===== src/rtl/affc_pkg.sv =====
// shared types and constants for the affine cipher block
`default_nettype none
package affc_pkg;

  localparam int unsigned CFG_AW = 6;
  localparam int unsigned CFG_DW = 64;
  localparam int unsigned ALPH_BITS = 256;
  localparam int unsigned MOD_W = 15;

  localparam logic [7:0] SPACE_CHAR = 8'h20;

  typedef enum logic [2:0] {
    REG_KEY_A,
    REG_KEY_B,
    REG_KEY_A_INV,
    REG_ALPH_SIZE,
    REG_WORD_0,
    REG_WORD_1,
    REG_WORD_2,
    REG_WORD_3
  } reg_idx_t;

  // live configuration as seen by the datapath
  typedef struct packed {
    logic [4:0]           key_a;
    logic [4:0]           key_b;
    logic [4:0]           key_a_inv;
    logic [5:0]           n;
    logic [ALPH_BITS-1:0] alphabet;
  } cfg_t;

  typedef struct packed {
    logic       cmd;
    logic       found;
    logic [4:0] pos;
  } srch_t;

  typedef struct packed {
    logic             found;
    logic [MOD_W-1:0] x;
  } prod_t;

endpackage
`default_nettype wire


===== src/rtl/affc_regs.sv =====
// configuration register file behind the apb-style port
`default_nettype none
module affc_regs #(
  parameter int unsigned ALPHABET_MAX = 32
) (
  input  wire logic                        clk,
  input  wire logic                        rst_n,
  input  wire logic                        psel,
  input  wire logic                        penable,
  input  wire logic                        pwrite,
  input  wire logic [affc_pkg::CFG_AW-1:0] paddr,
  input  wire logic [affc_pkg::CFG_DW-1:0] pwdata,
  output logic      [affc_pkg::CFG_DW-1:0] prdata,
  output logic                             pready,
  output affc_pkg::cfg_t                   cfg
);

  localparam logic [5:0] SIZE_LIM = 6'(ALPHABET_MAX);

  logic [4:0]       key_a_r;
  logic [4:0]       key_b_r;
  logic [4:0]       key_a_inv_r;
  logic [5:0]       size_r;
  logic [3:0][63:0] word_r;

  affc_pkg::reg_idx_t idx;
  logic               wr;

  assign idx    = affc_pkg::reg_idx_t'(paddr[affc_pkg::CFG_AW-1:3]);
  assign wr     = psel & penable & pwrite;
  assign pready = 1'b1;

  always_ff @(posedge clk) begin
    if (!rst_n) begin
      key_a_r     <= 5'd1;
      key_b_r     <= 5'd0;
      key_a_inv_r <= 5'd1;
      size_r      <= 6'd1;
      word_r      <= '0;
    end else if (wr) begin
      case (idx)
        affc_pkg::REG_KEY_A:     key_a_r     <= pwdata[4:0];
        affc_pkg::REG_KEY_B:     key_b_r     <= pwdata[4:0];
        affc_pkg::REG_KEY_A_INV: key_a_inv_r <= pwdata[4:0];
        affc_pkg::REG_ALPH_SIZE: size_r      <= pwdata[5:0];
        affc_pkg::REG_WORD_0:    word_r[0]   <= pwdata;
        affc_pkg::REG_WORD_1:    word_r[1]   <= pwdata;
        affc_pkg::REG_WORD_2:    word_r[2]   <= pwdata;
        affc_pkg::REG_WORD_3:    word_r[3]   <= pwdata;
        default: ;
      endcase
    end
  end

  always_comb begin
    case (idx)
      affc_pkg::REG_KEY_A:     prdata = {59'd0, key_a_r};
      affc_pkg::REG_KEY_B:     prdata = {59'd0, key_b_r};
      affc_pkg::REG_KEY_A_INV: prdata = {59'd0, key_a_inv_r};
      affc_pkg::REG_ALPH_SIZE: prdata = {58'd0, size_r};
      affc_pkg::REG_WORD_0:    prdata = word_r[0];
      affc_pkg::REG_WORD_1:    prdata = word_r[1];
      affc_pkg::REG_WORD_2:    prdata = word_r[2];
      affc_pkg::REG_WORD_3:    prdata = word_r[3];
      default:                 prdata = '0;
    endcase
  end

  always_comb begin
    cfg.key_a     = key_a_r;
    cfg.key_b     = key_b_r;
    cfg.key_a_inv = key_a_inv_r;
    // sizes above the build limit saturate
    cfg.n         = (size_r > SIZE_LIM) ? SIZE_LIM : size_r;
    cfg.alphabet  = word_r;
  end

endmodule
`default_nettype wire


===== src/rtl/affc_search.sv =====
// stage one: lowest-position match of the input byte in the alphabet
`default_nettype none
module affc_search #(
  parameter int unsigned ALPHABET_MAX = 32
) (
  input  wire logic           clk,
  input  wire logic           rst_n,
  input  wire logic           in_valid,
  output logic                in_ready,
  input  wire logic           in_cmd,
  input  wire logic [7:0]     in_char,
  input  wire affc_pkg::cfg_t cfg,
  output logic                out_valid,
  input  wire logic           out_ready,
  output affc_pkg::srch_t     out_data
);

  logic            v_r;
  affc_pkg::srch_t d_r;
  affc_pkg::srch_t d_nxt;

  // all lanes compare at once, the downward scan keeps the lowest hit
  always_comb begin
    d_nxt.cmd   = in_cmd;
    d_nxt.found = 1'b0;
    d_nxt.pos   = '0;
    for (int i = int'(ALPHABET_MAX) - 1; i >= 0; i--) begin
      if ((6'(i) < cfg.n) && (cfg.alphabet[8*i +: 8] == in_char)) begin
        d_nxt.found = 1'b1;
        d_nxt.pos   = 5'(i);
      end
    end
  end

  assign in_ready  = ~v_r | out_ready;
  assign out_valid = v_r;
  assign out_data  = d_r;

  always_ff @(posedge clk) begin
    if (!rst_n) begin
      v_r <= 1'b0;
    end else if (in_ready) begin
      v_r <= in_valid;
    end
  end

  always_ff @(posedge clk) begin
    if (in_ready && in_valid) begin
      d_r <= d_nxt;
    end
  end

endmodule
`default_nettype wire


===== src/rtl/affc_mult.sv =====
// stage two: key product, left unreduced for the modulo pipeline
`default_nettype none
module affc_mult (
  input  wire logic            clk,
  input  wire logic            rst_n,
  input  wire logic            in_valid,
  output logic                 in_ready,
  input  wire affc_pkg::srch_t in_data,
  input  wire affc_pkg::cfg_t  cfg,
  output logic                 out_valid,
  input  wire logic            out_ready,
  output affc_pkg::prod_t      out_data
);

  logic            v_r;
  affc_pkg::prod_t d_r;
  affc_pkg::prod_t d_nxt;

  logic [10:0] enc_sum;
  logic [10:0] dec_diff;
  logic [15:0] dec_prod;

  always_comb begin
    enc_sum  = 11'(in_data.pos * cfg.key_a) + 11'(cfg.key_b);
    // 32*n keeps the difference positive and leaves it unchanged modulo n
    dec_diff = 11'(in_data.pos) + {cfg.n[5:0], 5'd0} - 11'(cfg.key_b);
    dec_prod = 16'(dec_diff * cfg.key_a_inv);
    d_nxt.found = in_data.found;
    d_nxt.x     = in_data.cmd ? dec_prod[affc_pkg::MOD_W-1:0]
                              : affc_pkg::MOD_W'(enc_sum);
  end

  assign in_ready  = ~v_r | out_ready;
  assign out_valid = v_r;
  assign out_data  = d_r;

  always_ff @(posedge clk) begin
    if (!rst_n) begin
      v_r <= 1'b0;
    end else if (in_ready) begin
      v_r <= in_valid;
    end
  end

  always_ff @(posedge clk) begin
    if (in_ready && in_valid) begin
      d_r <= d_nxt;
    end
  end

endmodule
`default_nettype wire


===== src/rtl/affc_modred.sv =====
// stages three to six: restoring reduction modulo the alphabet size
`default_nettype none
module affc_modred (
  input  wire logic            clk,
  input  wire logic            rst_n,
  input  wire logic            in_valid,
  output logic                 in_ready,
  input  wire affc_pkg::prod_t in_data,
  input  wire logic [5:0]      n,
  output logic                 out_valid,
  input  wire logic            out_ready,
  output affc_pkg::prod_t      out_data
);

  localparam int STAGES = 4;
  localparam int STEPS  = 4;
  localparam int TOP_K  = int'(affc_pkg::MOD_W) - 1;
  localparam int TW     = int'(affc_pkg::MOD_W) + 6;

  function automatic logic [affc_pkg::MOD_W-1:0] mod_step(
    input logic [affc_pkg::MOD_W-1:0] x,
    input logic [5:0]                 m,
    input int                         k
  );
    logic [TW-1:0] t;
    t = TW'(m) << k;
    if (TW'(x) >= t) begin
      return x - t[affc_pkg::MOD_W-1:0];
    end
    return x;
  endfunction

  logic            v_r   [STAGES];
  affc_pkg::prod_t d_r   [STAGES];
  affc_pkg::prod_t d_nxt [STAGES];
  logic            rdy   [STAGES];

  always_comb begin
    for (int j = STAGES - 1; j >= 0; j--) begin
      rdy[j] = ~v_r[j] | ((j == STAGES - 1) ? out_ready : rdy[(j + 1) % STAGES]);
    end
  end

  // stage j removes multiples n<<k for k from TOP_K-4j down
  always_comb begin
    for (int j = 0; j < STAGES; j++) begin
      d_nxt[j] = (j == 0) ? in_data : d_r[(j + STAGES - 1) % STAGES];
      for (int s = 0; s < STEPS; s++) begin
        if (TOP_K - STEPS * j - s >= 0) begin
          d_nxt[j].x = mod_step(d_nxt[j].x, n, TOP_K - STEPS * j - s);
        end
      end
    end
  end

  assign in_ready  = rdy[0];
  assign out_valid = v_r[STAGES-1];
  assign out_data  = d_r[STAGES-1];

  always_ff @(posedge clk) begin
    if (!rst_n) begin
      for (int j = 0; j < STAGES; j++) begin
        v_r[j] <= 1'b0;
      end
    end else begin
      for (int j = 0; j < STAGES; j++) begin
        if (rdy[j]) begin
          v_r[j] <= (j == 0) ? in_valid : v_r[(j + STAGES - 1) % STAGES];
        end
      end
    end
  end

  always_ff @(posedge clk) begin
    for (int j = 0; j < STAGES; j++) begin
      if (rdy[j] && ((j == 0) ? in_valid : v_r[(j + STAGES - 1) % STAGES])) begin
        d_r[j] <= d_nxt[j];
      end
    end
  end

endmodule
`default_nettype wire


===== src/rtl/affine_cipher_alphabet.sv =====
// top level of the affine cipher over a configurable alphabet
`default_nettype none
// Takes one word per cycle (a byte in in_tdata, encrypt 0 / decrypt 1 in in_tuser) and
// returns one word per input, in order, through a pipeline of one stage for the alphabet
// match, one for the key product, four for the restoring modulo-n reduction (fifteen
// compare-subtract steps, four per stage and three in the last) and the output register
// that looks the result byte up.
// The pipeline fills idle slots under back-pressure, so throughput is one word per cycle
// whenever out_tready is high. A byte not in the first alphabet_size characters returns
// a space with found low. Keys and alphabet must be programmed over the cfg_ port only
// while no word is in flight (a user duty, unenforced); software keeps key_a coprime
// with the size and key_a_inverse its inverse. Registers are 64 bits at byte address 8*index.
module affine_cipher_alphabet #(
  parameter int unsigned ALPHABET_MAX = 32
) (
  input  wire logic                        clk,
  input  wire logic                        rst_n,
  input  wire logic                        in_tvalid,
  output logic                             in_tready,
  input  wire logic [7:0]                  in_tdata,  // [7:0] char_in
  input  wire logic [0:0]                  in_tuser,  // [0] command
  output logic                             out_tvalid,
  input  wire logic                        out_tready,
  output logic      [7:0]                  out_tdata, // [7:0] char_out
  output logic      [0:0]                  out_tuser, // [0] found
  input  wire logic                        cfg_psel,
  input  wire logic                        cfg_penable,
  input  wire logic                        cfg_pwrite,
  input  wire logic [affc_pkg::CFG_AW-1:0] cfg_paddr,
  input  wire logic [affc_pkg::CFG_DW-1:0] cfg_pwdata,
  output logic      [affc_pkg::CFG_DW-1:0] cfg_prdata,
  output logic                             cfg_pready
);

  affc_pkg::cfg_t  cfg;
  logic            s_valid;
  logic            s_ready;
  affc_pkg::srch_t s_data;
  logic            m_valid;
  logic            m_ready;
  affc_pkg::prod_t m_data;
  logic            r_valid;
  logic            r_ready;
  affc_pkg::prod_t r_data;

  logic       ov_r;
  logic [7:0] char_r;
  logic       found_r;
  logic [7:0] char_nxt;
  logic [4:0] q;

  affc_regs #(.ALPHABET_MAX(ALPHABET_MAX)) u_regs (
    .clk     (clk),
    .rst_n   (rst_n),
    .psel    (cfg_psel),
    .penable (cfg_penable),
    .pwrite  (cfg_pwrite),
    .paddr   (cfg_paddr),
    .pwdata  (cfg_pwdata),
    .prdata  (cfg_prdata),
    .pready  (cfg_pready),
    .cfg     (cfg)
  );

  affc_search #(.ALPHABET_MAX(ALPHABET_MAX)) u_search (
    .clk       (clk),
    .rst_n     (rst_n),
    .in_valid  (in_tvalid),
    .in_ready  (in_tready),
    .in_cmd    (in_tuser[0]),
    .in_char   (in_tdata),
    .cfg       (cfg),
    .out_valid (s_valid),
    .out_ready (s_ready),
    .out_data  (s_data)
  );

  affc_mult u_mult (
    .clk       (clk),
    .rst_n     (rst_n),
    .in_valid  (s_valid),
    .in_ready  (s_ready),
    .in_data   (s_data),
    .cfg       (cfg),
    .out_valid (m_valid),
    .out_ready (m_ready),
    .out_data  (m_data)
  );

  affc_modred u_modred (
    .clk       (clk),
    .rst_n     (rst_n),
    .in_valid  (m_valid),
    .in_ready  (m_ready),
    .in_data   (m_data),
    .n         (cfg.n),
    .out_valid (r_valid),
    .out_ready (r_ready),
    .out_data  (r_data)
  );

  // reduced value is below n, so its low bits index the alphabet
  assign q        = r_data.x[4:0];
  assign char_nxt = r_data.found ? cfg.alphabet[8*q +: 8] : affc_pkg::SPACE_CHAR;
  assign r_ready  = ~ov_r | out_tready;

  always_ff @(posedge clk) begin
    if (!rst_n) begin
      ov_r <= 1'b0;
    end else if (r_ready) begin
      ov_r <= r_valid;
    end
  end

  always_ff @(posedge clk) begin
    if (r_ready && r_valid) begin
      char_r  <= char_nxt;
      found_r <= r_data.found;
    end
  end

  assign out_tvalid   = ov_r;
  assign out_tdata    = char_r;
  assign out_tuser[0] = found_r;

endmodule
`default_nettype wire


===== config.mk =====
export PLATFORM = sky130hd
export DESIGN_NAME = affine_cipher_alphabet
export DESIGN_NICKNAME = d
export VERILOG_FILES = /design/src/rtl/affc_pkg.sv /design/src/rtl/affc_regs.sv /design/src/rtl/affc_search.sv /design/src/rtl/affc_mult.sv /design/src/rtl/affc_modred.sv /design/src/rtl/affine_cipher_alphabet.sv
export SDC_FILE = /design/constraint.sdc
export NUM_CORES = 1
export LEC_CHECK = 0
export BUFFER_PORTS_ARGS = -buffer_cell sky130_fd_sc_hd__buf_4
export CORE_UTILIZATION = 35
export DETAILED_ROUTE_END_ITERATION = 16
export PLACE_DENSITY = 0.49
export SYNTH_ARGS = -nofsm -noshare
export SYNTH_HDL_FRONTEND = slang
export SYNTH_HIERARCHICAL = 1
export SYNTH_SLANG_ARGS = --single-unit
export TNS_END_PERCENT = 1

===== constraint.sdc =====
create_clock -name clk -period 13.89 [get_ports clk]
set_input_delay 2.0835 -clock clk [delete_from_list [all_inputs] [get_ports clk]]
set_output_delay 2.0835 -clock clk [all_outputs]
set_load 0.01 [all_outputs]

==> results of run 1 <==
[layer usage]
metal | vias to the layer above | share of wire | global-route usage
met5 | - | 0.00012 | 0
met4 | 2 | 0.039 | 0.0901
met3 | 197 | 0.057 | 0.0383
met2 | 830 | 0.47 | 0.410
met1 | 12400 | 0.44 | 0.328
li1 | 11800 | - | -
[state kept, by name (all words and copies together) (netlist names)]
name and flops:
u_regs/cfg 256, u_modred/d_r 54, u_mult/out_data 16, out_tdata 8, u_search/out_data 7, u_regs/size_r 6
u_regs/key_a_inv_r 5, u_regs/key_a_r 5, u_regs/key_b_r 5, u_modred/v_r 4, out_tuser 1, out_tvalid 1
u_mult/out_valid 1, u_search/out_valid 1
[worst max path at each step]
stage	from	endpoint	slack [ns]	depth (start not counted)
final	u_regs/size_r[5]	u_modred/d_r[2][11]	2.76	37
after global routing	u_regs/size_r[5]	u_modred/d_r[2][11]	1.55	37
after CTS	u_regs/size_r[5]	u_modred/d_r[2][11]	2.74	37
after detailed placement	u_regs/size_r[5]	u_modred/d_r[2][11]	2.78	37
after global placement	u_regs/size_r[5]	u_modred/d_r[2][11]	2.80	37
after floorplan	u_regs/size_r[5]	u_modred/d_r[2][8]	4.20	38
[layout by cell type (no fill, tap or decap), drive strengths merged, types with 87 or more instances in the layout]
master  instances
a21oi          87
nor2          114
a21boi        273
and2          106
dfxtp         280
nand2         646
xnor2         165
xor2          154
mux4          110
buf           187
o21ai          87
edfxtp         90
ha            124
inv           119
[metrics by stage]
step,setup slack [ns],utilization,area (um2)
final,2.76,0.393,33000
after global routing,1.55,0.393,33000
after CTS,2.74,0.393,33000
after detailed placement,2.78,0.375,31500
after global placement,2.80,0.375,31500
after floorplan,4.20,-,29800
[power by group through the flow]
stage               sequential, W  clock (W)  combinational [W]
finish                    0.00117    0.00118           0.000773
global route              0.00117    0.00125           0.000863
CTS                       0.00117    0.00121           0.000773
detailed placement        0.00119          0           0.000767
global placement          0.00119          0           0.000768
floorplan                 0.00118          0           0.000607
[critical path, delay by kind of cell (launching register included)]
family | cells | cell delay (ns)
compound gates | 14 | 3.25
xor+xnor | 1 | 0.20
fa+ha+maj | 4 | 1.47
buf+inv | 4 | 1.01
flops | 1 | 0.54
mux | 1 | 0.48
simple gates | 13 | 3.96
[layout make-up]
type	instances	area, um2	share of cell area
inverters	117	439	0.0133
diodes	1	2.50	0.0000759
multi-input cells	2622	19900	0.604
clock buffers	70	1370	0.0414
well taps	1134	1420	0.0430
clock inverters	14	109	0.00330
flip-flops and latches	370	8310	0.252
repair buffers	187	1410	0.0427
==> metrics.md, run 1 <==
| Metric | Value |
|---|---|
| Via count of the routed design | `25200` |
| Post-Route WL | `109000 um` |
| Net Sw Power | `0.000964 W` |
| First-pass GRT wire length | `162000 um` |
| DRC | `0` |
| Internal power | `0.00216 W` |
| # IOs | `162` |
| DIE HEIGHT | `294 um` |
| Syn Area/Cell | `8.99 um2` |
| Sequential Power Share | `0.373` |
| Vias in the first global route | `24200` |
| Max Freq | `89.9 MHz` |
| Hold_ws | `0.408 ns` |
| Min-delay src | `u_search/out_data[5]` |
| Hold depth | `0` |
| Gpl congestion | `0.966` |
| CTS buffer count | `47` |
| Hold Path End | `u_mult/out_data[15]` |
| Filler cell count | `8534` |
| CP endpoint kind | `register` |
| Port buffer count | `157` |
| Clk root buf | `clkbuf_16` |
| Hold Fails Final Rpt | `0` |
| Cts repair resizes | `0` |
| CTS max path bufs | `3` |
| R2R Setup Slk | `2.76 ns` |
| Sw Ratio | `0.309` |
| Yosys warns | `6` |
| Post-synthesis cell area | `29800 um2` |
| Die width | `294 um` |
| Share of post-route cells with drive strength above 1 | `0.133` |
| Post-DRT Antenna Nets | `0` |
| Final count of pins violating max slew | `0` |
| HP Class | `reg -> reg` |
| RSZ-0062 raised after global routing | `false` |
| Die footprint | `86400 um2` |
| Core Rows | `106` |
| H-tree lvl count | `2` |
| Number of cells on the worst reg-to-reg path | `37` |
| Initial DRC count | `2112` |
| R2R Path Start | `u_regs/size_r[5]` |
| Crit Reg-Reg Endpoint | `u_modred/d_r[2][11]` |
| Initial core utilization | `0.355` |
| Crit path arrival time | `11.53 ns` |
| Maxcap violations | `0` |
| Setup CP Type | `reg -> reg` |
| Period utilization | `0.801` |
| Crit path largest cell delay | `0.88 ns` |
| Core Area | `84000 um2` |
| CTS sink cnt | `370` |
| CP most frequent cell | `a21oi_1` |
| Slew headroom | `0.144` |
| Detail-routed via count per cell | `5.58` |
| Syn nets | `3585` |
| VDD IR max | `0.0000868 V` |
| Layout area overhead | `10.5%` |
| # setup viols final | `0` |
| Comb pwr share | `0.247` |
| Outcome | `completed` |
| GRT Residual Overflow | `0` |
| Largest net degree at the start of global routing | `109` |
| Crit path required time | `14.29 ns` |
| Clock Power Share | `0.379` |
| Post-layout nets | `3610` |
| CTS hold repair buffers | `0` |
| Layout Cells excl Fill | `4515` |
| Final min period | `11.13 ns` |
| Worst Skew | `0.0361 ns` |
| Detail Placement HPWL | `78100 um` |
| Setup TNS | `0 ns` |
| Leakage power | `12.4 nW` |
| Post-CTS Setup Inserts | `0` |
| Clock Pin Slew Worst Setup and Hold Paths | `0.06 ns` |
| Gr usage total | `0.249` |
| Pwr Total | `0.00312 W` |
| Critical path launch point type | `register` |
| DR WL/cell | `24.2 um` |
| CP max FO | `29` |
| Cells after Synth | `3320` |
| CTS tree | `yes` |
| Initial antenna violation count | `4` |
| Drt pass-1 iters | `6` |
| Slowest cell on crit path | `or4b_1` |
| PwrDens | `94.7 nW/um2` |
| Slew @ Worst Pin | `1.28 ns` |
| Clock Latency Late Sink | `0.60 ns` |
| Dpl cells | `4430` |
No activity file was read; power rests on OpenSTA's default activity.
==> inputs of run 2 (changes only) <==
- PLACE_DENSITY: 0.49 -> 0.5
- clock period: 13.89 -> 9.72 ns (I/O delays scaled with it)
==> run 2 against run 1 <==
Sequential share of layout area shrank 0.18 points. Utilization increased by 0.28 points. First-iteration DRC count about the same. Count of clock-buffer cells in the layout decreased by 9. Sequential power rose by 43%. Fmax is 26% higher. Total power grew 48%. Design area increased by 0.71%. Routed wire length increased by 0.18%. Global-route usage is 0.12 points higher.
==> metrics.md, run 2 (synthesis results as in run 1) <==
| Metric | Value |
|---|---|
| Outcome | `completed` |
| DIE HEIGHT | `294 um (unchanged)` |
| DP Area | `31600 um2 (+0.24%)` |
| Crit Reg-Reg Endpoint | `u_modred/d_r[2][9]` |
| Hold Fails Final Rpt | `0 (unchanged)` |
| Layout Cells excl Fill | `4530 (+0.33%)` |
| Initial DRC count | `2113 (+0.047%)` |
| Critical path launch point type | `register` |
| Max Freq | `113 MHz (+26%)` |
| Number of flip-flops in the largest register | `256 (unchanged)` |
| First-pass GRT wire length | `163000 um (+0.37%)` |
| Detail Placement HPWL | `79000 um (+1.1%)` |
| Commonest non-fill, non-tap cell in the layout | `nand2_1` |
| Crit path required time | `10.03 ns (-4.26 ns)` |
| Vias in the first global route | `24400 (+0.70%)` |
| DRC | `0 (unchanged)` |
| Period utilization | `0.911 (+0.110)` |
| Largest net degree at the start of global routing | `112 (+2.8%)` |
| Core Area | `84000 um2 (unchanged)` |
| Setup TNS | `0 ns (unchanged)` |
| R2R Setup Slk | `0.87 ns (-1.90 ns)` |
| PwrDens | `139 nW/um2 (+47%)` |
| Maxcap violations | `0 (unchanged)` |
| # setup viols final | `0 (unchanged)` |
| Min-delay src | `u_mult/out_data[15]` |
| Initial core utilization | `0.355 (unchanged)` |
| CP most frequent cell | `o21ai_0` |
| Setup CP Type | `reg -> reg` |
| GRT Residual Overflow | `0 (unchanged)` |
| Drt pass-1 iters | `7 (+1)` |
| CTS max path bufs | `3 (unchanged)` |
| DR WL/cell | `24.2 um (-0.15%)` |
| # IOs | `162 (unchanged)` |
| Layout area overhead | `11.3%` |
| H-tree lvl count | `2 (unchanged)` |
| Core Rows | `106 (unchanged)` |
| Hold Path End | `u_modred/d_r[0][15]` |
| Detail-routed via count per cell | `5.61 (+0.63%)` |
| Final min period | `8.85 ns (-2.27 ns)` |
| Crit path largest cell delay | `0.70 ns (-0.18 ns)` |
| Fin area | `33200 um2 (+0.71%)` |
| CP max FO | `15 (-48%)` |
| CTS tree | `yes` |
| Cts repair resizes | `0 (unchanged)` |
| Crit path arrival time | `9.16 ns (-2.37 ns)` |
| CTS hold repair buffers | `0 (unchanged)` |
| Die width | `294 um (unchanged)` |
| Number of cells on the worst reg-to-reg path | `37 (unchanged)` |
| Share of post-route cells with drive strength above 1 | `0.139 (+0.00593)` |
| Gr usage total | `0.250 (+0.00118)` |
| Slew headroom | `0.139 (-0.00478)` |
| Gpl congestion | `0.976 (+0.97%)` |
| Via count of the routed design | `25400 (+0.96%)` |
| Die footprint | `86400 um2 (unchanged)` |
| Clk root buf | `clkbuf_16` |
| CTS buffer count | `48 (+2.1%)` |
| Worst Skew | `0.0264 ns (-0.00976 ns)` |
| CP endpoint kind | `register` |
| Post-layout nets | `3621 (+0.30%)` |
| VDD IR max | `0.000124 V (+43%)` |
| Commonest cells after routing, fill and taps aside | `645 x nand2_1, 280 x dfxtp_1, 264 x a21boi_1` |
| Leakage power | `12.5 nW (+1.0%)` |
| Register Area | `8310 um2 (unchanged)` |
| Filler cell count | `8623 (+1.0%)` |
| Post-CTS Setup Inserts | `0 (unchanged)` |
| Area of the multi-input gates | `20000 um2 (+0.12%)` |
| Hold depth | `0 (unchanged)` |
| RSZ-0062 raised after global routing | `false` |
| HP Class | `reg -> reg` |
| CTS sink cnt | `370 (unchanged)` |
| Clock Latency Late Sink | `0.60 ns (about the same)` |
| Initial antenna violation count | `2 (-2)` |
| Final count of pins violating max slew | `0 (unchanged)` |
| Post-Route WL | `110000 um (+0.18%)` |
| Post-DRT Antenna Nets | `0 (unchanged)` |
| R2R Path Start | `u_regs/size_r[5]` |
| Port buffer count | `157 (unchanged)` |
| Slowest cell on crit path | `or4b_4` |
| Clock Pin Slew Worst Setup and Hold Paths | `0.06 ns (about the same)` |
| Dpl cells | `4440 (+0.23%)` |
| Slew @ Worst Pin | `1.28 ns (-0.00185 ns)` |
## run 2: cell types whose count changed in the layout (fill, tap and decap cells not counted), sizes merged
cell      previous run  this run
buf                187       197
bufinv               0         5
clkbuf              70        61
clkinv               9        14
clkinvlp             3         2
diode                1         2
inv                119       123
## run 2: cell type report
type	count	area share
antenna	2	0.000151
clock buffer	61	0.0394
clock inverter	27	0.00900
inverter	117	0.0132
multi-input combinational	2622	0.601
sequential	370	0.250
tap	1134	0.0427
timing repair buffer	197	0.0446
## run 2: worst max path at each step
stage                           startpoint                  end  slack [ns]  cells past startpoint
final                     u_regs/size_r[5]   u_modred/d_r[2][9]        0.87                     37
after global routing      u_regs/size_r[5]   u_modred/d_r[2][9]        0.08                     36
after global placement    u_regs/size_r[5]  u_modred/d_r[2][11]        0.35                     36
after detailed placement  u_regs/size_r[5]  u_modred/d_r[2][11]        0.35                     36
after CTS                 u_regs/size_r[5]  u_modred/d_r[2][11]        0.29                     36
after floorplan           u_regs/size_r[5]   u_modred/d_r[2][8]        0.03                     38
## run 2: routing by layer
| layer | part of all wire | up-vias | track usage |
|---|---|---|---|
| li1 | - | 11800 | - |
| met1 | 0.44 | 12500 | 0.334 |
| met2 | 0.46 | 900 | 0.409 |
| met3 | 0.062 | 199 | 0.0355 |
| met4 | 0.037 | 0 | 0.0913 |
| met5 | 0 | - | 0 |
## run 2: power by group
part,switching [W],total (W),internal [W],leakage (nW)
Combinational,0.000625,0.00111,0.000487,8.64
Clock,0.000749,0.00184,0.00109,0.792
Sequential,0.0000332,0.00167,0.00163,3.11
## run 2: metrics by stage
step | total power, W | utilization | setup slack [ns] | hold slack (ns)
after floorplan | 0.00255 | - | 0.0298 | 0.400
after global placement | 0.00280 | 0.376 | 0.350 | 0.402
after detailed placement | 0.00280 | 0.376 | 0.355 | 0.407
after CTS | 0.00465 | 0.395 | 0.294 | 0.417
after global routing | 0.00483 | 0.396 | 0.0777 | 0.422
final | 0.00462 | 0.396 | 0.866 | 0.417
## run 2: critical path, delay by kind of cell (launching register included)
family | cells | cell delay, ns
fa+ha+maj | 4 | 1.41
mux | 1 | 0.31
compound gates | 15 | 2.58
flops | 1 | 0.51
simple gates | 14 | 3.22
buf+inv | 3 | 0.56
==> inputs of run 3 (changes only) <==
- CORE_ASPECT_RATIO: not set -> 1.5
==> run 3 against run 2 <==
Design area decreased by 0.69%. Largest cell class unchanged. Non-clock buffer count increased by 1. Sequential share of layout area increased by 0.18 points. Highest routed layer is now met5. Critical path depth fell by 3. Setup slack worse by 0.13 ns. Critical endpoint unchanged. Critical path type unchanged.
==> metrics.md, run 3 (synthesis results as in run 1) <==
| Metric | Value |
|---|---|
| Share of post-route cells with drive strength above 1 | `0.136 (-0.00305)` |
| VDD IR max | `0.000114 V (-8.3%)` |
| HP Class | `reg -> reg` |
| Layout area overhead | `10.5%` |
| Vias in the first global route | `24800 (+1.7%)` |
| Final count of pins violating max slew | `0 (unchanged)` |
| Critical path launch point type | `register` |
| Via count of the routed design | `25300 (-0.60%)` |
| Setup CP Type | `reg -> reg` |
| Largest net degree at the start of global routing | `106 (-5.4%)` |
| Hold Path End | `u_modred/d_r[0][15]` |
| Crit path required time | `10.02 ns (about the same)` |
| Min-delay src | `u_mult/out_data[15]` |
| CTS sink cnt | `370 (unchanged)` |
| Commonest non-fill, non-tap cell in the layout | `nand2_1` |
| Post-DRT Antenna Nets | `0 (unchanged)` |
| Detail-routed via count per cell | `5.61 (about the same)` |
| CTS max path bufs | `3 (unchanged)` |
| Detail Placement HPWL | `82900 um (+5.0%)` |
| Number of flip-flops in the largest register | `256 (unchanged)` |
| Setup TNS | `0 ns (unchanged)` |
| # setup viols final | `0 (unchanged)` |
| CP endpoint kind | `register` |
| Initial DRC count | `1653 (-22%)` |
| H-tree lvl count | `2 (unchanged)` |
| DR WL/cell | `25.1 um (+3.7%)` |
| CP most frequent cell | `ha_1` |
| Crit Reg-Reg Endpoint | `u_modred/d_r[2][9]` |
| Post-layout nets | `3615 (-0.17%)` |
| R2R Path Start | `u_regs/size_r[4]` |
| Worst Skew | `0.0373 ns (+0.0109 ns)` |
| Final min period | `8.98 ns (+0.128 ns)` |
| Commonest cells after routing, fill and taps aside | `645 x nand2_1, 279 x dfxtp_1, 265 x a21boi_1` |
| Hold depth | `0 (unchanged)` |
| GRT Residual Overflow | `0 (unchanged)` |
| Die footprint | `86500 um2 (about the same)` |
| Slew @ Worst Pin | `1.12 ns (-0.162 ns)` |
| Core Rows | `130 (+23%)` |
| Slowest cell on crit path | `or4b_4` |
| Clock Latency Late Sink | `0.61 ns (about the same)` |
| Initial antenna violation count | `5 (+3)` |
| Leakage power | `12.4 nW (-0.82%)` |
| Period utilization | `0.924 (+0.0132)` |
| CTS buffer count | `41 (-15%)` |
| Post-Route WL | `113000 um (+3.2%)` |
| Gpl congestion | `0.974 (-0.17%)` |
| # IOs | `162 (unchanged)` |
| Crit path arrival time | `9.28 ns (+0.12 ns)` |
| RSZ-0062 raised after global routing | `false` |
| Crit path largest cell delay | `0.71 ns (about the same)` |
| DRC | `0 (unchanged)` |
| Number of cells on the worst reg-to-reg path | `34 (-8.1%)` |
| Drt pass-1 iters | `5 (-2)` |
| CTS tree | `yes` |
| Hold Fails Final Rpt | `0 (unchanged)` |
| Clock Pin Slew Worst Setup and Hold Paths | `0.06 ns (about the same)` |
| Clk root buf | `clkbuf_16` |
| Port buffer count | `157 (unchanged)` |
| R2R Setup Slk | `0.74 ns (-0.13 ns)` |
| Maxcap violations | `0 (unchanged)` |
| DIE HEIGHT | `360 um (+22%)` |
| Pwr Total | `0.00444 W (-3.8%)` |
| CP max FO | `15 (unchanged)` |
| First-pass GRT wire length | `166000 um (+1.7%)` |
| Outcome | `completed` |
| CTS hold repair buffers | `0 (unchanged)` |
| Max Freq | `111 MHz (-1.4%)` |
| Core Area | `84100 um2 (+0.17%)` |
| PwrDens | `135 nW/um2 (-3.1%)` |
| Gr usage total | `0.258 (+0.00846)` |
| Slew headroom | `0.255 (+0.116)` |
| Initial core utilization | `0.355 (-0.000592)` |
| Die width | `240 um (-18%)` |
## run 3: changes by cell type in the layout (fill, tap and decap cells not counted), moves of 2 or more
cell / delta
bufinv_16: -3
a21oi_2: -2
clkinv_2: -4
clkbuf_16: -6
a21oi_1: +2
clkbuf_1: -3
clkbuf_8: +5
## run 3: worst max path at each step
stage                           from                   to  cells past startpoint
floorplan           u_regs/size_r[5]   u_modred/d_r[2][8]                     38
global placement    u_regs/size_r[4]  u_modred/d_r[2][11]                     35
detailed placement  u_regs/size_r[4]   u_modred/d_r[2][6]                     34
CTS                 u_regs/size_r[4]   u_modred/d_r[2][6]                     34
global route        u_regs/size_r[4]   u_modred/d_r[2][6]                     35
finish              u_regs/size_r[4]   u_modred/d_r[2][9]                     34
## run 3: where the power goes
| part | total (W) | internal, W | switching [W] |
|---|---|---|---|
| combinational | 0.00112 | 0.000488 | 0.000633 |
| clock | 0.00165 | 0.000938 | 0.000717 |
| sequential | 0.00167 | 0.00163 | 0.0000360 |
## run 3: layout make-up
cell class | count | area [um2]
fillers | 8617 | 51100
flip-flops and latches | 370 | 8310
multi-input cells | 2622 | 19900
inverters | 117 | 439
diodes | 3 | 7.51
repair buffers | 198 | 1490
well taps | 1122 | 1400
clock buffers | 57 | 1220
clock inverters | 18 | 186
## run 3: metal layers
layer	GRT usage	part of all wire	vias up
li1	-	-	11800
met5	0	0.00024	-
met1	0.287	0.38	12400
met3	0.0310	0.045	295
met4	0.180	0.078	4
met2	0.453	0.50	845
## run 3: critical path: cells and delay by family (launching register included)
family,cells,cell delay (ns)
AO/OA/AOI/OAI,9,1.92
multiplexers,3,1.02
AND/OR/NAND/NOR,14,3.15
buffers and inverters,4,0.64
adder cells (fa/ha/maj),4,1.49
flip-flops,1,0.45
## run 3: what timing repair did
action                                 4_1_cts  5_1_grt
setup endpoints to repair                    0       13
endpoints found under the hold margin        0        0
gates resized for setup                      0        4
buffers inserted                             0        0
## run 3: metrics by stage
stage | utilization | instances | hold WS, ns | setup slack, ns | instance area, um2
CTS | 0.392 | 4504 | 0.432 | 0.301 | 33000
global placement | 0.375 | 4429 | 0.404 | 0.464 | 31600
global route | 0.392 | 4505 | 0.432 | 0.0161 | 33000
floorplan | - | 3320 | 0.400 | 0.0298 | 29800
finish | 0.392 | 4507 | 0.426 | 0.738 | 33000
detailed placement | 0.375 | 4429 | 0.418 | 0.344 | 31600
